### config.mk
export PLATFORM = sky130hd
export DESIGN_NAME = sorted_value_table_unit
export DESIGN_NICKNAME = d
export VERILOG_FILES = /design/src/design/svt_pkg.sv /design/src/design/svt_ram.sv /design/src/design/sorted_value_table_unit.sv
export VERILOG_INCLUDE_DIRS = /design/src /design/src/design
export SDC_FILE = /design/constraint.sdc
export NUM_CORES = 2
export LEC_CHECK = 0
export ABC_AREA = 1
export BUFFER_PORTS_ARGS = -buffer_cell sky130_fd_sc_hd__buf_4
export CAP_MARGIN = 20
export CORE_MARGIN = 4
export CORE_UTILIZATION = 45
export CTS_BUF_LIST = sky130_fd_sc_hd__clkbuf_2
export DETAILED_ROUTE_END_ITERATION = 8
export PLACE_DENSITY = 0.62
export SETUP_SLACK_MARGIN = 0.4
export SYNTH_ARGS = -nofsm -noshare
export SYNTH_HDL_FRONTEND = slang
export SYNTH_HIERARCHICAL = 1
export SYNTH_SLANG_ARGS = --single-unit
### constraint.sdc
create_clock -name clk -period 5.7 [get_ports clk]
set_clock_uncertainty 0.15 [all_clocks]
set_input_delay 1.14 -clock clk [delete_from_list [all_inputs] [get_ports clk]]
set_output_delay 1.14 -clock clk [all_outputs]
set_load 0.02 [all_outputs]
### src/design/sorted_value_table_unit_defines.svh
// assertion macros used by the sorted value table unit
`ifndef SORTED_VALUE_TABLE_UNIT_DEFINES_SVH
`define SORTED_VALUE_TABLE_UNIT_DEFINES_SVH

// same-cycle implication
`define SVT_ASSERT_NOW(label, clk, rst_n, ante, cons) \
    label: assert property (@(posedge clk) disable iff (!rst_n) (ante) |-> (cons)) \
        else $error("sorted value table check failed");

// next-cycle implication
`define SVT_ASSERT_NEXT(label, clk, rst_n, ante, cons) \
    label: assert property (@(posedge clk) disable iff (!rst_n) (ante) |=> (cons)) \
        else $error("sorted value table check failed");

`endif

### src/design/svt_pkg.sv
package svt_pkg;

    localparam int CAPACITY_DEF = 64;
    localparam int WORD_W       = 32;
    localparam int INDEX_W      = 6;
    localparam int COUNT_W      = 7;

    typedef enum logic [1:0] {
        OP_INSERT = 2'd0,
        OP_REMOVE = 2'd1,
        OP_READ   = 2'd2
    } op_t;

    typedef enum logic [1:0] {
        ST_OK        = 2'd0,
        ST_FULL      = 2'd1,
        ST_NOT_FOUND = 2'd2,
        ST_RANGE     = 2'd3
    } status_t;

endpackage

### src/design/svt_ram.sv
module svt_ram #(
    parameter int DEPTH = svt_pkg::CAPACITY_DEF,
    localparam int AW = $clog2(DEPTH)
) (
    input  logic                              clk,
    input  logic                              we,
    input  logic [AW-1:0]                     waddr,
    input  logic signed [svt_pkg::WORD_W-1:0] wdata,
    input  logic [AW-1:0]                     raddr,
    output logic signed [svt_pkg::WORD_W-1:0] rdata
);

    logic signed [svt_pkg::WORD_W-1:0] mem [DEPTH];

    always_ff @(posedge clk)
    begin
        if (we)
        begin
            mem[waddr] <= wdata;
        end
    end

    always_ff @(posedge clk)
    begin
        rdata <= mem[raddr];
    end

endmodule

### src/design/sorted_value_table_unit.sv
// Sorted table of signed 32-bit words held in ascending order in a memory with one
// write port and one registered read port, CAPACITY entries deep. One operation word
// is taken at a time; in_stall is high from acceptance until the sequencer returns to
// idle. Each operation runs a compare-and-shift scan over the memory's one registered
// read port, each entry read in a read state and compared in a compare state; the
// entries scanned are those above the value for insert, the full count for remove,
// none for read or for a refused insert. A finished result cannot leave while the
// previous one still waits on out_stall. After the scan the first and last entries
// are read, when the table is not empty. The result word sits in an output register,
// so the next operation is taken while it waits.
`include "sorted_value_table_unit_defines.svh"

module sorted_value_table_unit #(
    parameter int CAPACITY = svt_pkg::CAPACITY_DEF
) (
    input  logic                               clk,
    input  logic                               rst_n,
    input  logic                               in_valid,
    output logic                               in_stall,
    input  logic [1:0]                         opcode,
    input  logic signed [svt_pkg::WORD_W-1:0]  value,
    input  logic [svt_pkg::INDEX_W-1:0]        index,
    output logic                               out_valid,
    input  logic                               out_stall,
    output logic [1:0]                         status,
    output logic signed [svt_pkg::WORD_W-1:0]  read_value,
    output logic [svt_pkg::COUNT_W-1:0]        entry_count,
    output logic signed [svt_pkg::WORD_W-1:0]  smallest,
    output logic signed [svt_pkg::WORD_W-1:0]  largest,
    output logic                               is_empty
);

    localparam int AW = $clog2(CAPACITY);
    localparam int CW = $clog2(CAPACITY + 1);

    typedef enum logic [3:0] {
        S_IDLE,
        S_INS_RD,
        S_INS_CMP,
        S_REM_RD,
        S_REM_CMP,
        S_GET_RD,
        S_GET_CAP,
        S_MIN_RD,
        S_MIN_CAP,
        S_MAX_CAP,
        S_DONE
    } state_t;

    state_t                            state_reg, state_next;
    logic [CW-1:0]                     count_reg, count_next;
    logic [CW-1:0]                     ptr_reg, ptr_next;
    logic                              found_reg, found_next;
    logic signed [svt_pkg::WORD_W-1:0] value_reg, value_next;
    logic [svt_pkg::INDEX_W-1:0]       index_reg, index_next;
    svt_pkg::status_t                  stat_reg, stat_next;
    logic signed [svt_pkg::WORD_W-1:0] rd_reg, rd_next;
    logic signed [svt_pkg::WORD_W-1:0] min_reg, min_next;
    logic signed [svt_pkg::WORD_W-1:0] max_reg, max_next;

    logic                              out_valid_reg, out_valid_next;
    svt_pkg::status_t                  out_status_reg, out_status_next;
    logic signed [svt_pkg::WORD_W-1:0] out_read_reg, out_read_next;
    logic [svt_pkg::COUNT_W-1:0]       out_count_reg, out_count_next;
    logic signed [svt_pkg::WORD_W-1:0] out_min_reg, out_min_next;
    logic signed [svt_pkg::WORD_W-1:0] out_max_reg, out_max_next;
    logic                              out_empty_reg, out_empty_next;

    logic                              mem_we;
    logic [AW-1:0]                     mem_waddr;
    logic signed [svt_pkg::WORD_W-1:0] mem_wdata;
    logic [AW-1:0]                     mem_raddr;
    logic signed [svt_pkg::WORD_W-1:0] mem_rdata;

    // shared compare unit
    logic                              cmp_greater;
    logic                              cmp_equal;

    assign cmp_greater = mem_rdata > value_reg;
    assign cmp_equal   = mem_rdata == value_reg;

    svt_ram #(
        .DEPTH (CAPACITY)
    ) u_ram (
        .clk   (clk),
        .we    (mem_we),
        .waddr (mem_waddr),
        .wdata (mem_wdata),
        .raddr (mem_raddr),
        .rdata (mem_rdata)
    );

    always_comb
    begin
        state_next      = state_reg;
        count_next      = count_reg;
        ptr_next        = ptr_reg;
        found_next      = found_reg;
        value_next      = value_reg;
        index_next      = index_reg;
        stat_next       = stat_reg;
        rd_next         = rd_reg;
        min_next        = min_reg;
        max_next        = max_reg;
        out_valid_next  = out_valid_reg;
        out_status_next = out_status_reg;
        out_read_next   = out_read_reg;
        out_count_next  = out_count_reg;
        out_min_next    = out_min_reg;
        out_max_next    = out_max_reg;
        out_empty_next  = out_empty_reg;
        mem_we          = 1'b0;
        mem_waddr       = '0;
        mem_wdata       = value_reg;
        mem_raddr       = '0;

        if (out_valid_reg && !out_stall)
        begin
            out_valid_next = 1'b0;
        end

        case (state_reg)
            S_IDLE:
            begin
                if (in_valid)
                begin
                    value_next = value;
                    index_next = index;
                    stat_next  = svt_pkg::ST_OK;
                    rd_next    = '0;
                    found_next = 1'b0;
                    case (opcode)
                        svt_pkg::OP_INSERT:
                        begin
                            if (count_reg >= CW'(CAPACITY))
                            begin
                                stat_next  = svt_pkg::ST_FULL;
                                state_next = S_MIN_RD;
                            end
                            else
                            begin
                                ptr_next   = count_reg;
                                state_next = S_INS_RD;
                            end
                        end
                        svt_pkg::OP_REMOVE:
                        begin
                            ptr_next   = '0;
                            state_next = S_REM_RD;
                        end
                        svt_pkg::OP_READ:
                        begin
                            state_next = S_GET_RD;
                        end
                        default:
                        begin
                            state_next = S_MIN_RD;
                        end
                    endcase
                end
            end
            S_INS_RD:
            begin
                if (ptr_reg == '0)
                begin
                    mem_we     = 1'b1;
                    mem_waddr  = '0;
                    mem_wdata  = value_reg;
                    count_next = count_reg + CW'(1);
                    state_next = S_MIN_RD;
                end
                else
                begin
                    mem_raddr  = AW'(ptr_reg - CW'(1));
                    state_next = S_INS_CMP;
                end
            end
            S_INS_CMP:
            begin
                mem_we    = 1'b1;
                mem_waddr = AW'(ptr_reg);
                if (cmp_greater)
                begin
                    mem_wdata  = mem_rdata;
                    ptr_next   = ptr_reg - CW'(1);
                    state_next = S_INS_RD;
                end
                else
                begin
                    mem_wdata  = value_reg;
                    count_next = count_reg + CW'(1);
                    state_next = S_MIN_RD;
                end
            end
            S_REM_RD:
            begin
                if (ptr_reg == count_reg)
                begin
                    if (found_reg)
                    begin
                        count_next = count_reg - CW'(1);
                    end
                    else
                    begin
                        stat_next = svt_pkg::ST_NOT_FOUND;
                    end
                    state_next = S_MIN_RD;
                end
                else
                begin
                    mem_raddr  = AW'(ptr_reg);
                    state_next = S_REM_CMP;
                end
            end
            S_REM_CMP:
            begin
                // close the gap once the match is behind us
                if (found_reg)
                begin
                    mem_we    = 1'b1;
                    mem_waddr = AW'(ptr_reg - CW'(1));
                    mem_wdata = mem_rdata;
                end
                else if (cmp_equal)
                begin
                    found_next = 1'b1;
                end
                ptr_next   = ptr_reg + CW'(1);
                state_next = S_REM_RD;
            end
            S_GET_RD:
            begin
                if (32'(index_reg) < 32'(count_reg))
                begin
                    mem_raddr  = AW'(index_reg);
                    state_next = S_GET_CAP;
                end
                else
                begin
                    stat_next  = svt_pkg::ST_RANGE;
                    state_next = S_MIN_RD;
                end
            end
            S_GET_CAP:
            begin
                rd_next    = mem_rdata;
                mem_raddr  = '0;
                state_next = S_MIN_CAP;
            end
            S_MIN_RD:
            begin
                if (count_reg == '0)
                begin
                    min_next   = '0;
                    max_next   = '0;
                    state_next = S_DONE;
                end
                else
                begin
                    mem_raddr  = '0;
                    state_next = S_MIN_CAP;
                end
            end
            S_MIN_CAP:
            begin
                min_next   = mem_rdata;
                mem_raddr  = AW'(count_reg - CW'(1));
                state_next = S_MAX_CAP;
            end
            S_MAX_CAP:
            begin
                max_next   = mem_rdata;
                state_next = S_DONE;
            end
            S_DONE:
            begin
                if (!out_valid_reg || !out_stall)
                begin
                    out_valid_next  = 1'b1;
                    out_status_next = stat_reg;
                    out_read_next   = rd_reg;
                    out_count_next  = svt_pkg::COUNT_W'(count_reg);
                    out_min_next    = min_reg;
                    out_max_next    = max_reg;
                    out_empty_next  = (count_reg == '0);
                    state_next      = S_IDLE;
                end
            end
            default:
            begin
                state_next = S_IDLE;
            end
        endcase
    end

    always_ff @(posedge clk or negedge rst_n)
    begin
        if (!rst_n)
        begin
            state_reg     <= S_IDLE;
            count_reg     <= '0;
            out_valid_reg <= 1'b0;
        end
        else
        begin
            state_reg     <= state_next;
            count_reg     <= count_next;
            out_valid_reg <= out_valid_next;
        end
    end

    always_ff @(posedge clk)
    begin
        ptr_reg        <= ptr_next;
        found_reg      <= found_next;
        value_reg      <= value_next;
        index_reg      <= index_next;
        stat_reg       <= stat_next;
        rd_reg         <= rd_next;
        min_reg        <= min_next;
        max_reg        <= max_next;
        out_status_reg <= out_status_next;
        out_read_reg   <= out_read_next;
        out_count_reg  <= out_count_next;
        out_min_reg    <= out_min_next;
        out_max_reg    <= out_max_next;
        out_empty_reg  <= out_empty_next;
    end

    assign in_stall    = (state_reg != S_IDLE);
    assign out_valid   = out_valid_reg;
    assign status      = out_status_reg;
    assign read_value  = out_read_reg;
    assign entry_count = out_count_reg;
    assign smallest    = out_min_reg;
    assign largest     = out_max_reg;
    assign is_empty    = out_empty_reg;

    `SVT_ASSERT_NOW(a_count_range, clk, rst_n, 1'b1, count_reg <= CW'(CAPACITY))
    `SVT_ASSERT_NEXT(a_count_step, clk, rst_n, 1'b1,
        count_reg == $past(count_reg) || count_reg == $past(count_reg) + CW'(1) ||
        count_reg == $past(count_reg) - CW'(1))
    `SVT_ASSERT_NOW(a_rem_ptr, clk, rst_n, state_reg == S_REM_RD, ptr_reg <= count_reg)
    `SVT_ASSERT_NOW(a_ins_room, clk, rst_n, state_reg == S_INS_CMP,
        ptr_reg != '0 && count_reg < CW'(CAPACITY))
    `SVT_ASSERT_NEXT(a_idle_hold, clk, rst_n, state_reg == S_IDLE, $stable(count_reg))

endmodule

# Word-level counts from Yosys, hierarchy flattened
# Memory sizes are Yosys's and may differ from the RTL's. A register that Yosys moved wholly into a read port is not among the register bits.
# Index checks and enable logic that the tools add are counted.
# Widths: inputs -> output; s select.
# classes
n_addsub	4
n_lt_le_gt_ge	3
n_eq_ne	26
muxes	53
reduce_logical	26
# op_table
op	n
$pmux 32 s2	4
$mux 32	4
$mux 7	7
$pmux 4 s11	1
$pmux 7 s3	2
$eq 32x32->1	1
$gt 32x32->1	1
$mux 6	4
$pmux 6 s4	1
$ne 2x2->1 const B	10
$eq 4x3->1 const B	4
$reduce_and 5->1	3
$add 7x1->7 const B	2
$logic_not 7->1	2
$pmux 7 s2	1
$reduce_and 2->1	7
$sub 7x1->7 const B	2
$mux 1	13
$eq 4x4->1 const B	3
$mux 2	6
$pmux 4 s3	1
$pmux 6 s2	1
$mux 3	3
$reduce_bool 3->1	3
other kinds (20)	26
# totals
regBits	262
ram_bits	2048
inputBits	44
out_inout_bits	108
elab_cells	130
memories	1
# memory_table
memory	depth	width	rd	rd_ports_with_merged_regs	wr	line	source
u_ram.mem	64	32	1	1	1	svt_ram.sv:13	logic signed [svt_pkg::WORD_W-1:0] mem [DEPTH];

# Logic depth before layout (Yosys ltp)
# logic_depth
word_depth	5
depth_mapped	23
depth_no_buf	20

# Cells and area by module
# The synthesis kept the hierarchy.
# modules_own_cells
module	n_inst	cells_each	area_each_um2
svt_ram	1	6769	82738.1
sorted_value_table_unit	1	1082	11873.9

# Worst setup path before layout
# Ideal clock, no wire load.
# synth_path
path_type	input to register
from	in out_stall
to	reg out_count_reg, in the netlist entry_count[0] (enable)
setup_time_ns	0.573
arrival_ns	5.651
t_required_ns	4.977
path_slack_ns	-0.674
path_stages	3
path_buffers	0
cell_sequence	nand2_1 -> inv_1 -> nor2_1
# synth_via
elab_chain_len	3
# synth_rtl
item	line	source
from (decl)	sorted_value_table_unit.sv:24	input logic out_stall,
$logic_not 1->1	sorted_value_table_unit.sv:277	if (!out_valid_reg || !out_stall)
$logic_or 1x1->1	sorted_value_table_unit.sv:277	
$reduce_and 2->1 (no line)	n/a	
to (signal assigned)	sorted_value_table_unit.sv:324	out_count_reg <= out_count_next;
to (decl)	sorted_value_table_unit.sv:64	logic [svt_pkg::COUNT_W-1:0] out_count_reg, out_count_next;
# Every way passes these cells.
# A chain may end at the register's enable or synchronous reset.

# Worst setup path in the final report
# layout_path
from	reg ptr_reg[0]
to	mem u_ram/mem[8][16] (netlist bit) (enable)
# layout_via
word_cells_on_any_way	8
# layout_lines
item	line	source
from (decl)	sorted_value_table_unit.sv:52	logic [CW-1:0] ptr_reg, ptr_next;
from (signal assigned)	sorted_value_table_unit.sv:314	ptr_reg <= ptr_next;
$sub 7x1->7	sorted_value_table_unit.sv:221	mem_waddr = AW'(ptr_reg - CW'(1));
$mux 6	sorted_value_table_unit.sv:218	if (found_reg)
$pmux 6 s2	sorted_value_table_unit.sv:122	case (state_reg)
named net mem_waddr[2]	sorted_value_table_unit.sv:70	logic [AW-1:0] mem_waddr;
to (decl)	svt_ram.sv:13	
# The timed path passes the listed nets, and every way through them passes these cells.

==> run summary <==
Peak VDD IR: 0.840 mV
Synth Area per Inst: 12.1 um^2
fmax: 208 MHz
crit path from: ptr_reg[0]
largest reg by FF count: u_ram/mem
clock transition at the registers of the reported paths: 0.10 ns
Synth area leader: edfxtp_1
internal cell power: 34.9 mW
overall routing resource usage: 0.264
post-synthesis register bit count: 2342
sequential power share: 0.375
drt pass-1 iters: 6
Hold Crit Class: flip-flop to flip-flop
Vias: 66300
adder-cell share of the synthesized area: 0.00569
Cell Area, Synth: 94600 um^2
sw power: 28.4 mW
total global routing overflow: 0
effective utilization at floorplan: 0.452
Root Buffer Master: clkbuf_2
Rel. slew slack: 0.130
Synth area leaders: edfxtp_1 (73%), nand3_1 (10%), nand2_1 (9.7%)
worst-path maximum fanout: 18
Die W: 467 um
antenna-violating nets left: 0
CORE AREA: 209000 um^2
pre-CTS setup slack: 1.05 ns
Gates resized, CTS repair: 0
final setup TNS: 0 ns
Clk network pwr share: 0.172
Port-buffer cells: 151
crit share post-route: 0.845
Yosys cell types: 40
DRT iter0 DRCs: 8420
Leak: 39.1 nW
Critical Path Source Type: flip-flop
Max-Cap Viols: 0
multiplexer area fraction after synthesis: 0
Routed WL: 293 mm
outcome: finished clean
initial antenna violation count: 6
share of Yosys cell area claimed by the top area cell type: 0.729
first-pass GRT wire length: 422 mm
worst reg2reg path startpoint: ptr_reg[0]
die area: 218000 um^2
clk buf depth: 4
ys flop type: edfxtp_1
CP required: 7.02 ns
Synth Area in Simple Gates: 0.213
CP arrival: 6.14 ns
HPWL Detailed: 151 mm
setup slack after layout: 0.883 ns
via/cell ratio: 5.69
Layout Nets: 8539
Slew Viols, Final: 0
Post-CTS Setup Bufs: 0
Clk Latency, worst-skew pair: 1.91 ns
main combinational cell family by area after synthesis: simple AND/OR/NAND/NOR gates
IO Pins: 152
measured slew at the worst slew-check pin: 1.31 ns
share of layout cells above drive strength 1: 0.163
drt drc: 0
post-route minimum period: 4.82 ns
Pwr Density: 596 nW/um^2
number of flip-flops in the largest register: 2048
Switching Fraction: 0.449
Compound-Gate Fraction of Synth Area: 0.00751
TritonCTS clock tree: built
fillers: 18300
worst hold slack: 0.263 ns
most common library cells after synthesis: nand2_1 (2456), edfxtp_1 (2298), nand3_1 (1936), buf_2 (297), nor2_1 (195)
Final setup viols: 0
Syn. warnings: 6
Crit Path Class: flip-flop to flip-flop
Hold-fix buffers, CTS: 89
combinational share of power: 0.453
Post-synth EDFFs: 2298
Post-Syn Instances: 7851
RSZ-0062 raised after global routing: false
xor/xnor share of the synthesized area: 0.00167
vias in the first global route: 63000
min-delay src: min_reg[22]
Worst R2R Path Depth: 9
clock sinks: 2342
GPL Wtd Cong: 0.859
largest net degree at the start of global routing: 174
Final Util: 0.507
total CTS buffers: 592
num rows: 168
hold depth: 0
post-DR wirelength/cell: 25.1 um
FFs w/ async S/R, synth: 0.00512
Post-Syn Nets: 7938
most frequent cell after synthesis: nand2_1
Hold Vio Cnt, Final: 0
chip height: 467 um
CP endpoint kind: flip-flop
P&R area growth vs syn: 12.3%
H-Tree Depth: 6
Seq/Total Area, Yosys: 0.739
-- cell usage in the layout, fill, tap and decap left out, types with 8 or more instances in the layout --
cell type and instances:
clkbuf_2 871, clkinv_1 86, dfrtp_1 12, nand4_1 53, nand3_1 1934, clkinv_2 8
o21ai_1 13, dlygate4sd3_1 89, edfxtp_1 2298, nand2_2 33, nor2_1 137, nor2_4 59
o21ai_0 33, nor4_2 8, ha_1 43, buf_12 75, xor2_1 13, nand2_1 2424
dfxtp_1 32, a21oi_1 56, inv_1 148, inv_2 19, buf_4 334
-- metal layers --
| layer | vias to the layer above | part of all wire | global-route usage |
|---|---|---|---|
| li1 | 29400 | - | - |
| met1 | 32200 | 0.39 | 0.362 |
| met2 | 4039 | 0.45 | 0.408 |
| met3 | 635 | 0.11 | 0.0562 |
| met4 | 4 | 0.041 | 0.114 |
| met5 | - | 0.000075 | 0 |
-- cells by family after synthesis --
logic type | after synthesis
AND/OR/NAND/NOR | 4669
adder cells (fa/ha/maj) | 43
AO/OA/AOI/OAI | 128
buffers and inverters | 651
flip-flops | 2342
XOR/XNOR | 18
-- critical path, cell delays in order (launching register included) --
cell      delay, ns
edfxtp_1       0.49
inv_1          0.20
ha_1           0.29
xnor2_1        0.43
o21ai_1        0.45
inv_1          0.37
nand4_1        0.43
buf_4          0.34
nor2_4         0.61
buf_4          0.59
-- power by group through the flow --
stage	registers, mW	logic (mW)	clock network [mW]
floorplan	23.9	17.6	0
global placement	24.1	27.8	0
detailed placement	24.1	28.1	0
CTS	23.7	28.3	11.1
global route	23.7	30.9	12.1
finish	23.7	28.7	10.9
-- through the flow --
step	instances	area (um^2)	power [mW]
floorplan	7851	94600	41.5
global placement	10600	100000	51.9
detailed placement	10600	100000	52.2
CTS	11600	106000	63.1
global route	11700	106000	66.7
finish	11700	106000	63.3
-- final timing paths --
kind                            slack (ns)                to
worst max-delay path                  0.88  u_ram/mem[8][16]
worst min register to register        0.26      smallest[22]
worst min-delay path                  0.26      smallest[22]
worst max register to register        0.88  u_ram/mem[8][16]
min in group asynchronous             0.73      state_reg[2]
max in group asynchronous             4.21      count_reg[6]
-- cell type report --
class / count / area, um^2 / area share
inverter: 160 / 637 / 0.00599
tap: 2805 / 3510 / 0.0330
clock buffer: 871 / 4360 / 0.0410
clock inverter: 115 / 614 / 0.00578
timing repair buffer: 498 / 4900 / 0.0461
multi-input combinational: 4858 / 22300 / 0.210
sequential: 2342 / 69900 / 0.658
antenna: 3 / 7.51 / 0.0000707
Note: power is estimated with default switching activity, not from simulation.
